**src/utrb_pkg.sv**
```systemverilog
// ----------------------------------------------------------------------------
// utrb_pkg
// Shared types and constants for the UART transmit/receive ring buffers.
// ----------------------------------------------------------------------------
`default_nettype none

package utrb_pkg;

  localparam int unsigned DATA_W     = 8;
  localparam int unsigned CMD_W      = 2;
  localparam int unsigned RX_COUNT_W = 6;
  localparam int unsigned TX_COUNT_W = 4;

  // Request codes
  typedef enum logic [CMD_W-1:0] {
    CMD_PUSH_TX    = 2'd0,
    CMD_POP_RX     = 2'd1,
    CMD_TX_READY   = 2'd2,
    CMD_RX_ARRIVED = 2'd3
  } cmd_e;

  // Per-request outcome handed from the controller to the output stage
  typedef struct packed {
    logic                  ok;
    logic                  rd_tx;
    logic                  rd_rx;
    logic [RX_COUNT_W-1:0] rx_count;
    logic [TX_COUNT_W-1:0] tx_count;
    logic                  tx_enable;
    logic                  rx_enable;
  } res_t;

endpackage

`default_nettype wire

```
**src/uart_tx_rx_ring_buffers_core.sv**
```systemverilog
// ----------------------------------------------------------------------------
// uart_tx_rx_ring_buffers_core
// Transmit and receive byte queues for a UART with host and device requests.
// ----------------------------------------------------------------------------
// The block takes one request per cycle while in_stall_o is low and returns
// one result per request. The accepting edge updates the queue pointers,
// issues the store access and loads the in-flight stage; once the output
// register can load, the read byte is captured from the store's registered
// read port into the output register. Both byte stores are
// synchronous memories left uninitialized after reset; pointers and enables
// reset at once, so no clearing pass is needed. A stall on the result side
// backs up through the single in-flight stage to the request side.
`default_nettype none

module uart_tx_rx_ring_buffers_core #(
  parameter int unsigned TX_DEPTH_LOG2 = 4,
  parameter int unsigned RX_DEPTH_LOG2 = 6
) (
  input  wire logic                            clk_i,
  input  wire logic                            rst_ni,
  input  wire logic                            in_valid_i,
  output      logic                            in_stall_o,
  input  wire logic [utrb_pkg::CMD_W-1:0]      cmd_i,
  input  wire logic [utrb_pkg::DATA_W-1:0]     data_in_i,
  output      logic                            out_valid_o,
  input  wire logic                            out_stall_i,
  output      logic                            ok_o,
  output      logic [utrb_pkg::DATA_W-1:0]     data_out_o,
  output      logic [utrb_pkg::RX_COUNT_W-1:0] rx_count_o,
  output      logic [utrb_pkg::TX_COUNT_W-1:0] tx_count_o,
  output      logic                            tx_enable_o,
  output      logic                            rx_enable_o
);

  import utrb_pkg::*;

  logic                     accept;
  logic                     tx_we, tx_re, rx_we, rx_re;
  logic [TX_DEPTH_LOG2-1:0] tx_waddr, tx_raddr;
  logic [RX_DEPTH_LOG2-1:0] rx_waddr, rx_raddr;
  logic [DATA_W-1:0]        tx_rdata, rx_rdata, out_data_d;
  res_t                     res;
  logic                     p1_valid_q;
  res_t                     p1_res_q;
  logic                     out_valid_q;
  res_t                     out_res_q;
  logic [DATA_W-1:0]        out_data_q;
  logic                     out_load, p1_free;

  // Handshake
  assign out_load   = p1_valid_q && (!out_valid_q || !out_stall_i);
  assign p1_free    = !p1_valid_q || out_load;
  assign in_stall_o = !p1_free;
  assign accept     = in_valid_i && p1_free;

  utrb_ctrl #(
    .TX_DEPTH_LOG2(TX_DEPTH_LOG2),
    .RX_DEPTH_LOG2(RX_DEPTH_LOG2)
  ) u_ctrl (
    .clk_i      (clk_i),
    .rst_ni     (rst_ni),
    .accept_i   (accept),
    .cmd_i      (cmd_i),
    .tx_we_o    (tx_we),
    .tx_waddr_o (tx_waddr),
    .tx_re_o    (tx_re),
    .tx_raddr_o (tx_raddr),
    .rx_we_o    (rx_we),
    .rx_waddr_o (rx_waddr),
    .rx_re_o    (rx_re),
    .rx_raddr_o (rx_raddr),
    .res_o      (res)
  );

  utrb_ram #(
    .ADDR_W(TX_DEPTH_LOG2),
    .DATA_W(DATA_W)
  ) u_tx_ram (
    .clk_i   (clk_i),
    .we_i    (tx_we),
    .waddr_i (tx_waddr),
    .wdata_i (data_in_i),
    .re_i    (tx_re),
    .raddr_i (tx_raddr),
    .rdata_o (tx_rdata)
  );

  utrb_ram #(
    .ADDR_W(RX_DEPTH_LOG2),
    .DATA_W(DATA_W)
  ) u_rx_ram (
    .clk_i   (clk_i),
    .we_i    (rx_we),
    .waddr_i (rx_waddr),
    .wdata_i (data_in_i),
    .re_i    (rx_re),
    .raddr_i (rx_raddr),
    .rdata_o (rx_rdata)
  );

  // Pick the byte read for this request
  always_comb begin
    if (p1_res_q.rd_tx) begin
      out_data_d = tx_rdata;
    end else if (p1_res_q.rd_rx) begin
      out_data_d = rx_rdata;
    end else begin
      out_data_d = '0;
    end
  end

  // In-flight stage and output register control
  always_ff @(posedge clk_i or negedge rst_ni) begin
    if (!rst_ni) begin
      p1_valid_q  <= 1'b0;
      out_valid_q <= 1'b0;
    end else begin
      if (p1_free) begin
        p1_valid_q <= accept;
      end
      if (out_load) begin
        out_valid_q <= 1'b1;
      end else if (!out_stall_i) begin
        out_valid_q <= 1'b0;
      end
    end
  end

  // Payload registers
  always_ff @(posedge clk_i) begin
    if (accept) begin
      p1_res_q <= res;
    end
    if (out_load) begin
      out_res_q  <= p1_res_q;
      out_data_q <= out_data_d;
    end
  end

  assign out_valid_o = out_valid_q;
  assign ok_o        = out_res_q.ok;
  assign data_out_o  = out_data_q;
  assign rx_count_o  = out_res_q.rx_count;
  assign tx_count_o  = out_res_q.tx_count;
  assign tx_enable_o = out_res_q.tx_enable;
  assign rx_enable_o = out_res_q.rx_enable;

`ifndef NO_ASSERTIONS
  // A request waiting on a stalled output stays in flight
  a_p1_hold: assert property (@(posedge clk_i) disable iff (!rst_ni)
    (p1_valid_q && !out_load) |=> p1_valid_q)
    else $error("in-flight request lost");

  // A delivered byte implies a successful read request
  a_data_needs_ok: assert property (@(posedge clk_i) disable iff (!rst_ni)
    (out_valid_q && (out_data_q != '0)) |-> out_res_q.ok)
    else $error("byte delivered on failed request");

  // A request flagged to read must be a successful one
  a_read_flag: assert property (@(posedge clk_i) disable iff (!rst_ni)
    (p1_valid_q && (p1_res_q.rd_tx || p1_res_q.rd_rx)) |-> p1_res_q.ok)
    else $error("read flagged on failed request");
`endif

endmodule

`default_nettype wire

```
**src/utrb_ram.sv**
```systemverilog
// ----------------------------------------------------------------------------
// utrb_ram
// Byte store with one write port and one registered read port.
// ----------------------------------------------------------------------------
`default_nettype none

module utrb_ram #(
  parameter int unsigned ADDR_W = 4,
  parameter int unsigned DATA_W = 8
) (
  input  wire logic              clk_i,
  input  wire logic              we_i,
  input  wire logic [ADDR_W-1:0] waddr_i,
  input  wire logic [DATA_W-1:0] wdata_i,
  input  wire logic              re_i,
  input  wire logic [ADDR_W-1:0] raddr_i,
  output      logic [DATA_W-1:0] rdata_o
);

  localparam int unsigned DEPTH = 1 << ADDR_W;

  logic [DATA_W-1:0] mem_q [DEPTH];

  // Write port
  always_ff @(posedge clk_i) begin
    if (we_i) begin
      mem_q[waddr_i] <= wdata_i;
    end
  end

  // Read port; data holds until the next read
  always_ff @(posedge clk_i) begin
    if (re_i) begin
      rdata_o <= mem_q[raddr_i];
    end
  end

endmodule

`default_nettype wire

```
**src/utrb_ctrl.sv**
```systemverilog
// ----------------------------------------------------------------------------
// utrb_ctrl
// Queue pointers, event enables and request decode for both ring buffers.
// ----------------------------------------------------------------------------
`default_nettype none

module utrb_ctrl #(
  parameter int unsigned TX_DEPTH_LOG2 = 4,
  parameter int unsigned RX_DEPTH_LOG2 = 6
) (
  input  wire logic                       clk_i,
  input  wire logic                       rst_ni,
  input  wire logic                       accept_i,
  input  wire logic [utrb_pkg::CMD_W-1:0] cmd_i,
  output      logic                       tx_we_o,
  output      logic [TX_DEPTH_LOG2-1:0]   tx_waddr_o,
  output      logic                       tx_re_o,
  output      logic [TX_DEPTH_LOG2-1:0]   tx_raddr_o,
  output      logic                       rx_we_o,
  output      logic [RX_DEPTH_LOG2-1:0]   rx_waddr_o,
  output      logic                       rx_re_o,
  output      logic [RX_DEPTH_LOG2-1:0]   rx_raddr_o,
  output      utrb_pkg::res_t             res_o
);

  import utrb_pkg::*;

  logic [TX_DEPTH_LOG2-1:0] tx_wp_q, tx_wp_d, tx_rp_q, tx_rp_d, tx_wp_inc, tx_diff;
  logic [RX_DEPTH_LOG2-1:0] rx_wp_q, rx_wp_d, rx_rp_q, rx_rp_d, rx_wp_inc, rx_diff;
  logic                     tx_en_q, tx_en_d, rx_en_q, rx_en_d;
  logic                     tx_full, tx_empty, rx_full, rx_empty;
  logic                     ok, rd_tx, rd_rx;

  // Queue status
  assign tx_wp_inc = tx_wp_q + 1'b1;
  assign rx_wp_inc = rx_wp_q + 1'b1;
  assign tx_full   = (tx_wp_inc == tx_rp_q);
  assign tx_empty  = (tx_wp_q == tx_rp_q);
  assign rx_full   = (rx_wp_inc == rx_rp_q);
  assign rx_empty  = (rx_wp_q == rx_rp_q);

  // Decode the request and advance pointers
  always_comb begin
    tx_wp_d = tx_wp_q;
    tx_rp_d = tx_rp_q;
    rx_wp_d = rx_wp_q;
    rx_rp_d = rx_rp_q;
    tx_en_d = tx_en_q;
    rx_en_d = rx_en_q;
    tx_we_o = 1'b0;
    tx_re_o = 1'b0;
    rx_we_o = 1'b0;
    rx_re_o = 1'b0;
    ok      = 1'b0;
    rd_tx   = 1'b0;
    rd_rx   = 1'b0;
    if (accept_i) begin
      case (cmd_e'(cmd_i))
        CMD_PUSH_TX: begin
          if (!tx_full) begin
            tx_we_o = 1'b1;
            tx_wp_d = tx_wp_inc;
            tx_en_d = 1'b1;
            ok      = 1'b1;
          end
        end
        CMD_POP_RX: begin
          if (!rx_empty) begin
            rx_re_o = 1'b1;
            rx_rp_d = rx_rp_q + 1'b1;
            rx_en_d = 1'b1;
            ok      = 1'b1;
            rd_rx   = 1'b1;
          end
        end
        CMD_TX_READY: begin
          if (tx_en_q) begin
            if (tx_empty) begin
              tx_en_d = 1'b0;
            end else begin
              tx_re_o = 1'b1;
              tx_rp_d = tx_rp_q + 1'b1;
              ok      = 1'b1;
              rd_tx   = 1'b1;
            end
          end
        end
        CMD_RX_ARRIVED: begin
          if (rx_en_q) begin
            if (rx_full) begin
              rx_en_d = 1'b0;
            end else begin
              rx_we_o = 1'b1;
              rx_wp_d = rx_wp_inc;
              ok      = 1'b1;
            end
          end
        end
        default: begin
          ok = 1'b0;
        end
      endcase
    end
  end

  assign tx_waddr_o = tx_wp_q;
  assign tx_raddr_o = tx_rp_q;
  assign rx_waddr_o = rx_wp_q;
  assign rx_raddr_o = rx_rp_q;

  // Report fill levels after the request, folded to the field widths
  assign tx_diff = tx_wp_d - tx_rp_d;
  assign rx_diff = rx_wp_d - rx_rp_d;

  always_comb begin
    res_o.ok        = ok;
    res_o.rd_tx     = rd_tx;
    res_o.rd_rx     = rd_rx;
    res_o.rx_count  = RX_COUNT_W'(rx_diff);
    res_o.tx_count  = TX_COUNT_W'(tx_diff);
    res_o.tx_enable = tx_en_d;
    res_o.rx_enable = rx_en_d;
  end

  // Pointer and enable registers
  always_ff @(posedge clk_i or negedge rst_ni) begin
    if (!rst_ni) begin
      tx_wp_q <= '0;
      tx_rp_q <= '0;
      rx_wp_q <= '0;
      rx_rp_q <= '0;
      tx_en_q <= 1'b1;
      rx_en_q <= 1'b1;
    end else begin
      tx_wp_q <= tx_wp_d;
      tx_rp_q <= tx_rp_d;
      rx_wp_q <= rx_wp_d;
      rx_rp_q <= rx_rp_d;
      tx_en_q <= tx_en_d;
      rx_en_q <= rx_en_d;
    end
  end

`ifndef NO_ASSERTIONS
  // Never read a store entry that is not occupied
  a_tx_read_occupied: assert property (@(posedge clk_i) disable iff (!rst_ni)
    tx_re_o |-> (tx_wp_q != tx_rp_q))
    else $error("transmit read from empty queue");

  a_rx_read_occupied: assert property (@(posedge clk_i) disable iff (!rst_ni)
    rx_re_o |-> (rx_wp_q != rx_rp_q))
    else $error("receive read from empty queue");

  // Only a transmitter-ready request on an empty queue drops the enable
  a_tx_en_fall: assert property (@(posedge clk_i) disable iff (!rst_ni)
    $fell(tx_en_q) |-> $past(accept_i && (cmd_i == CMD_TX_READY) && tx_empty))
    else $error("transmit enable cleared without cause");

  // Only a byte-arrived request on a full queue drops the enable
  a_rx_en_fall: assert property (@(posedge clk_i) disable iff (!rst_ni)
    $fell(rx_en_q) |-> $past(accept_i && (cmd_i == CMD_RX_ARRIVED) && rx_full))
    else $error("receive enable cleared without cause");
`endif

endmodule

`default_nettype wire
```
**config.mk**
```make
export PLATFORM = sky130hd
export DESIGN_NAME = uart_tx_rx_ring_buffers_core
export DESIGN_NICKNAME = d
export VERILOG_FILES = /design/src/utrb_pkg.sv /design/src/uart_tx_rx_ring_buffers_core.sv /design/src/utrb_ram.sv /design/src/utrb_ctrl.sv
export SDC_FILE = /design/constraint.sdc
export NUM_CORES = 1
export LEC_CHECK = 0
export ABC_CLOCK_PERIOD_IN_PS = 5900
export BUFFER_PORTS_ARGS = -buffer_cell sky130_fd_sc_hd__buf_2
export CAP_MARGIN = 20
export CORE_MARGIN = 2
export CORE_UTILIZATION = 67
export CTS_CLUSTER_DIAMETER = 100
export DETAILED_ROUTE_END_ITERATION = 8
export GPL_TIMING_DRIVEN = 0
export PLACE_DENSITY_LB_ADDON = 0.25
export SLEW_MARGIN = 10
export SYNTH_ARGS = -nofsm -noshare
export SYNTH_HDL_FRONTEND = slang
export SYNTH_SLANG_ARGS = --single-unit
```
**constraint.sdc**
```tcl
create_clock -name clk_i -period 5.9 [get_ports clk_i]
set_input_delay 0.59 -clock clk_i [delete_from_list [all_inputs] [get_ports clk_i]]
set_output_delay 0.59 -clock clk_i [all_outputs]
set_load 0.1 [all_outputs]
```
==> summary.txt, run 1 <==
Clock network
  • Post-CTS Setup Inserts: 0
  • Clock Sinks: 716
  • Clock root buffer: clkbuf_16
  • CTS tree: done
  • H-tree Lvls: 3
  • Skew-Pair Late Insertion Delay: 0.61 ns
  • Worst-path clk slew: 0.06 ns
  • Hold-fix buffers, CTS: 1
  • Post_cts resized: 0
  • Clock buffer depth: 3
  • CTS buffer count: 70

STA
  • PnR worst setup slack: 1.79 ns
  • Minimum clock period: 4.11 ns
  • Pins Over Slew Limit: 0
  • Final setup skew: 0.0300 ns
  • Fmax: 244 MHz
  • Setup TNS: 0 ns
  • Final setup violation count: 0
  • Final hold violations: 0
  • RSZ-0062 raised after global routing: false
  • Final hold slack: 0.227 ns
  • Slew HR: 32.6%
  • Final Cycle Share: 69.6%
  • Worst Tran Pin Value: 1.01 ns

Global routing
  • GRT Total Usage: 29.7%
  • Grt total ovfl: 0
  • Initial antenna violation count: 0
  • First-pass GRT wire length: 94000 um
  • Vias in the first global route: 14690
  • Largest net degree at the start of global routing: 81

Detailed routing
  • DRT Pass-1 Iters: 6
  • Routed vias/inst: 6.78
  • Wirelength, routed: 63200 um
  • WL/cell: 28.9 um
  • DRC errors left: 0
  • Vias: 14840
  • Post-DRT Antenna Nets: 0
  • Initial DRC count: 2102

Synthesis
  • Post-synthesis adder-cell area fraction: 0.801%
  • Synth Area in Compound Gates: 4.21%
  • Ys flop type: edfxtp_1
  • Area of the mapped netlist: 28400 sq um
  • Syn avg cell area: 19.2 sq um
  • Sequential share of the synthesized area: 75.3%
  • Number of synthesized flops with an enable pin: 692
  • Synth Area in XOR/XNOR: 1.37%
  • Synthesized flop and latch total: 716
  • Mapped Nets: 1509
  • Async set-reset flop share out of synthesis: 3.35%
  • Yosys warns: 0
  • Synth Instances: 1478
  • Synth cell types: 57
  • Main combinational cell family by area after synthesis: multiplexers
  • Multiplexer share of the synthesized area: 13.6%
  • Simple-gate share of the synthesized area: 3.04%

Floorplanning
  • Core area: 41900 sq um
  • Die Y-Extent: 210 um
  • I/O pin cnt: 37
  • Initial Util: 67.7%
  • Die area: 44100 sq um
  • Die X: 210 um
  • Row Count: 75

Pwr
  • Register share of total power: 51.0%
  • Worst vdd ir: 306 uV
  • Int Power: 8.56 mW
  • Combinational share of power: 11.1%
  • Clk pwr share: 37.9%
  • Total power: 11.3 mW
  • Switching share of power: 24.2%
  • Sw Pwr: 2.73 mW
  • Pwr dens: 358 nW/um^2
  • Leak Pwr: 9.98 nW

Status
  • Status: finished clean

Place
  • Routability cong.: 0.872
  • DP HPWL: 38200 um
  • IO buf count: 35
  • Pre-CTS setup slack: 1.97 ns

Setup path
  • Critical path class: reg2reg
  • CP max stage cell: o211ai_2
  • Most used cell, CP: xnor2_1
  • Worst-path fanout max: 10
  • R2r setup slk: 1.79 ns
  • CP cell instances: ha_1, xnor2_1, o211ai_1, or3_1, o211ai_2, or2_2, buf_4, xnor2_1, ha_1, o21ai_0, o21bai_1, a21oi_1, xnor3_2, xnor2_1
  • Startpoint types: flip-flop
  • Slowest stage delay, CP: 0.45 ns
  • Arr. time, crit path: 4.51 ns
  • CP Capture Type: flip-flop
  • CP required: 6.31 ns

Final layout
  • Area delta synth->final: 11.1%
  • Fin util: 75.3%
  • Final nets: 1624
  • Layout cell share with drive strength beyond 1: 19.6%
  • Filler cells: 2215

Run
  • MaxCap Viol Count: 0

Hold path
  • Min-Delay Path Class: in2reg
synth_stat cells, drive strengths merged (4+ instances only):
cell type    n  area, sq um
a22o         7         61.3
o21ai       34          170
a21o         4         30.0
nand2b       5         31.3
and2         6         37.5
mux2i      108         1080
ha          15          188
a21oi       29          145
xnor2       23          201
o32ai       16          140
o211ai      10         80.1
o22ai       17          106
nor2b        8         50.1
a221oi       8         70.1
inv         17         63.8
nand2       42          158
dfrtp       22          551
or3b         4         35.0
and3         4         25.0
clkbuf      39          148
nor3         8         45.0
nor2        87          327
mux4       120         2700
nand3        5         25.0
mux2         7         78.8
nand4        4         25.0
buf         51          278
edfxtp     692        20800
a22oi       25          188
or3          4         25.0
xor2        18          165
o221ai      16          140
power by group through the flow:
| stage | clock [mW] | combinational [mW] | sequential [mW] |
|---|---|---|---|
| 6_report | 4.28 | 1.25 | 5.76 |
| 3_3_place_gp | 0 | 1.18 | 5.87 |
| 3_5_place_dp | 0 | 1.23 | 5.87 |
| 2_1_floorplan | 0 | 0.719 | 6.00 |
| 4_1_cts | 4.31 | 1.25 | 5.76 |
| 5_1_grt | 4.51 | 1.34 | 5.77 |
through the flow:
step                cell area, sq um  cells
detailed placement             29400   2059
global route                   31600   2187
finish                         31600   2188
CTS                            31600   2187
global placement               29300   2052
floorplan                      28400   1478
cells by family after synthesis:
logic type,count (synthesis)
AO/OA/AOI/OAI,174
adder cells (fa/ha/maj),17
multiplexers,235
AND/OR/NAND/NOR,187
buffers and inverters,107
XOR/XNOR,42
flip-flops,716
layout make-up:
type | instances | area (sq um) | area share, %
Clock buffer | 89 | 1910 | 6.04
Sequential cell | 716 | 21400 | 67.7
Timing Repair Buffer | 43 | 295 | 0.935
Multi-Input combinational cell | 655 | 6550 | 20.7
Inverter | 17 | 63.8 | 0.202
Antenna cell | 1 | 2.50 | 0.00793
Clock inverter | 38 | 269 | 0.852
Buffer | 90 | 425 | 1.35
Tap cell | 539 | 674 | 2.14
layout by cell type (no fill, tap or decap), drive strengths merged, types with 5 or more instances in the layout:
master  synthesis  routed
a21oi          29      29
a221oi          8       8
a22o            7       7
a22oi          25      25
and2            6       6
buf            51      93
clkbuf         39     128
clkinv          0      28
dfrtp          22      22
edfxtp        692     692
ha             15      15
inv            17      21
mux2            7       7
mux2i         108     108
mux4          120     120
nand2          42      42
nand2b          5       5
nand3           5       5
nor2           87      87
nor2b           8       8
nor3            8       8
o211ai         10      10
o21ai          34      34
o221ai         16      16
o22ai          17      17
o32ai          16      16
xnor2          23      23
xor2           18      18
path summary, 6_finish.rpt:
check                                      from  cells past startpoint              endpoint
min in group asynchronous                rst_ni                      2  u_ctrl.tx_raddr_o[1]
setup / recovery           u_ctrl.rx_waddr_o[0]                     14          p1_res_q[11]
hold reg to reg                     p1_res_q[9]                      0         rx_count_o[3]
max in group asynchronous                rst_ni                      2  u_ctrl.rx_raddr_o[0]
setup reg to reg           u_ctrl.rx_waddr_o[0]                     14          p1_res_q[11]
hold / removal                       in_valid_i                      2            p1_valid_q
per-layer routing:
layer	up-vias	global-route usage (%)	routed length, um
met5	-	0	0
met4	0	9.98	1660
met3	123	6.41	6350
met2	870	45.8	30200
met1	7617	43.5	25000
li1	6230	-	-
sequential cells by signal, indices dropped and copies added, names as in the netlist, 4 cells and up:
| signal | cells |
|---|---|
| u_rx_ram.mem_q | 512 |
| u_ctrl.tx_raddr_o | 4 |
| data_out_o | 8 |
| u_ctrl.rx_waddr_o | 6 |
| u_tx_ram.mem_q | 128 |
| u_tx_ram.rdata_o | 8 |
| u_ctrl.rx_raddr_o | 6 |
| p1_res_q | 15 |
| u_rx_ram.rdata_o | 8 |
| u_ctrl.tx_waddr_o | 4 |
| tx_count_o | 4 |
| rx_count_o | 6 |
worst max-delay path: cells and delay by family, from the launching register on:
kind	cells	cell delay, ns
AOI/OAI and AO/OA	5	0.99
xor gates and xnor gates	4	1.00
adders and majority gates	2	0.65
buffers and inverters	1	0.25
DFF	1	0.39
and+or+nand+nor	2	0.63
(Power assumes the default switching activity.)
==> inputs of run 2 (changes only) <==
- ABC_CLOCK_PERIOD_IN_PS: 5900 -> 3300
- CORE_UTILIZATION: 67 -> 57
- clock period: 5.9 -> 3.3 ns (I/O delays scaled with it)
==> summary.txt, run 2 (synthesis results as in run 1) <==
STA
  • Slew HR: 37.8%
  • PnR worst setup slack: -0.146 ns
  • Setup TNS: -0.146 ns
  • RSZ-0062 raised after global routing: true
  • Final hold violations: 0
  • Final setup violation count: 1
  • Worst Tran Pin Value: 0.933 ns
  • Final hold slack: 0.0985 ns
  • Final setup skew: 0.0327 ns
  • Pins Over Slew Limit: 0
  • Minimum clock period: 3.45 ns
  • Final Cycle Share: 104%
  • Fmax: 290 MHz

Setup path
  • Critical R2R Launch: u_ctrl.rx_raddr_o[3]
  • Startpoint types: flip-flop
  • CP required: 3.65 ns
  • Worst-path fanout max: 7
  • Path depth of the worst reg2reg path: 13
  • Critical path class: reg2reg
  • CP Capture Type: flip-flop
  • Arr. time, crit path: 3.79 ns
  • R2r setup slk: -0.15 ns
  • Reg-to-Reg End: p1_res_q[11]

Place
  • DP HPWL: 38900 um
  • IO buf count: 35
  • Placed insts: 2187
  • Routability cong.: 0.857
  • Area of placed instances: 29600 sq um
  • Pre-CTS setup slack: -0.562 ns

Final layout
  • Max FFs per register: 512
  • Most common cell after layout, fill and taps aside: edfxtp_1
  • Fin util: 65.9%
  • Area delta synth->final: 13.7%
  • Most flops, register: u_rx_ram.mem_q
  • Final nets: 1636
  • Final instance area: 32300 sq um
  • Layout cell share with drive strength beyond 1: 24.7%
  • Biggest regs: u_rx_ram.mem_q: 512 flops, u_tx_ram.mem_q: 128 flops, p1_res_q: 15 flops
  • Sequential standard cell area: 21400 sq um
  • Area of the multi-input gates: 6850 sq um
  • Final Non-Filler Cells: 2320
  • Filler cells: 3264
  • Most frequent cells in the layout: edfxtp_1, mux4_2, mux2i_1
  • Antenna diodes: 0

Detailed routing
  • Wirelength, routed: 62500 um
  • DRC errors left: 0
  • WL/cell: 27.0 um
  • Routed vias/inst: 6.29
  • Post-DRT Antenna Nets: 0
  • DRT Pass-1 Iters: 6
  • Vias: 14597
  • Initial DRC count: 2046

Clock network
  • Clock buffer depth: 3
  • Skew-Pair Late Insertion Delay: 0.61 ns
  • Clock Sinks: 716
  • CTS tree: done
  • CTS buffer count: 70
  • Clock root buffer: clkbuf_16
  • H-tree Lvls: 3
  • Worst-path clk slew: 0.06 ns

Global routing
  • GRT Total Usage: 24.9%
  • Grt total ovfl: 0
  • Initial antenna violation count: 1
  • Largest net degree at the start of global routing: 81
  • First-pass GRT wire length: 91600 um
  • Vias in the first global route: 14192

Floorplanning
  • Initial Util: 57.9%
  • Die Y-Extent: 227 um
  • Core area: 49100 sq um
  • I/O pin cnt: 37
  • Row Count: 81
  • Die X: 227 um
  • Die area: 51600 sq um

Pwr
  • Worst vdd ir: 379 uV
  • Pwr dens: 629 nW/um^2
  • Total power: 20.3 mW
  • Leak Pwr: 10.1 nW

Status
  • Violated checks: setup timing
  • Status: finished with violations

Hold path
  • Hold endpoint: u_ctrl.rx_en_q
  • WHS Path Cells: 4
  • Min-Delay Path Class: in2reg
  • Min-delay src: cmd_i[0]

Run
  • MaxCap Viol Count: 0
==> run 2: cell count changes in the layout (fill, tap and decap cells not counted), sizes merged, moves of 2 or more <==
cell	change
buf	+13
bufinv	+2
clkbuf	-4
clkinv	-4
dlygate4sd3	+3
inv	-2
==> run 2: timing repair <==
action,4_1_cts,5_1_grt
endpoints found under the hold margin,26,0
endpoints found under the setup margin,287,222
pin swaps,7,8
hold buffers,4,0
gates resized for setup,44,54
setup buffers,8,2
==> run 2: worst max path at each step <==
stage                               from           end  slack (ns)
floorplan           u_ctrl.rx_waddr_o[1]  p1_res_q[11]       -0.02
global placement    u_ctrl.rx_raddr_o[2]  p1_res_q[11]       -0.57
detailed placement  u_ctrl.rx_raddr_o[2]  p1_res_q[11]       -0.56
CTS                 u_ctrl.rx_waddr_o[4]  p1_res_q[11]       -0.20
global route        u_ctrl.rx_waddr_o[2]  p1_res_q[11]       -0.26
finish              u_ctrl.rx_raddr_o[3]  p1_res_q[11]       -0.15
==> run 2: area by class of cell <==
| type | instances | area share (%) |
|---|---|---|
| clock inverter | 33 | 0.941 |
| inverter | 17 | 0.197 |
| sequential | 716 | 66.2 |
| multi-input combinational | 655 | 21.2 |
| timing repair buffer | 59 | 1.56 |
| tap | 664 | 2.57 |
| buffer | 86 | 1.42 |
| clock buffer | 90 | 5.95 |
==> run 2: worst max-delay path, stage by stage (launching register included) <==
cell	delay, ns
dfrtp_1	0.37
buf_6	0.14
xor2_2	0.19
or4_4	0.57
o31a_1	0.26
buf_6	0.14
mux2i_4	0.22
ha_4	0.23
nor2b_1	0.14
nor3_2	0.19
o21bai_1	0.10
a21oi_1	0.14
xnor3_2	0.29
xnor2_2	0.17
==> run 2: layer usage <==
metal | part of all wire [%] | GRT usage (%) | vias to the layer above
met4 | 3.0 | 8.90 | 2
li1 | - | - | 6234
met5 | 0.021 | 0.569 | -
met3 | 9.3 | 5.27 | 123
met1 | 42 | 36.9 | 7494
met2 | 46 | 37.1 | 744
==> run 2: where the power goes <==
group | internal (mW) | total, mW | switching [mW] | leakage (nW)
clock network | 4.51 | 7.78 | 3.27 | 1.08
registers | 10.2 | 10.4 | 0.131 | 6.55
logic | 0.769 | 2.18 | 1.41 | 2.51
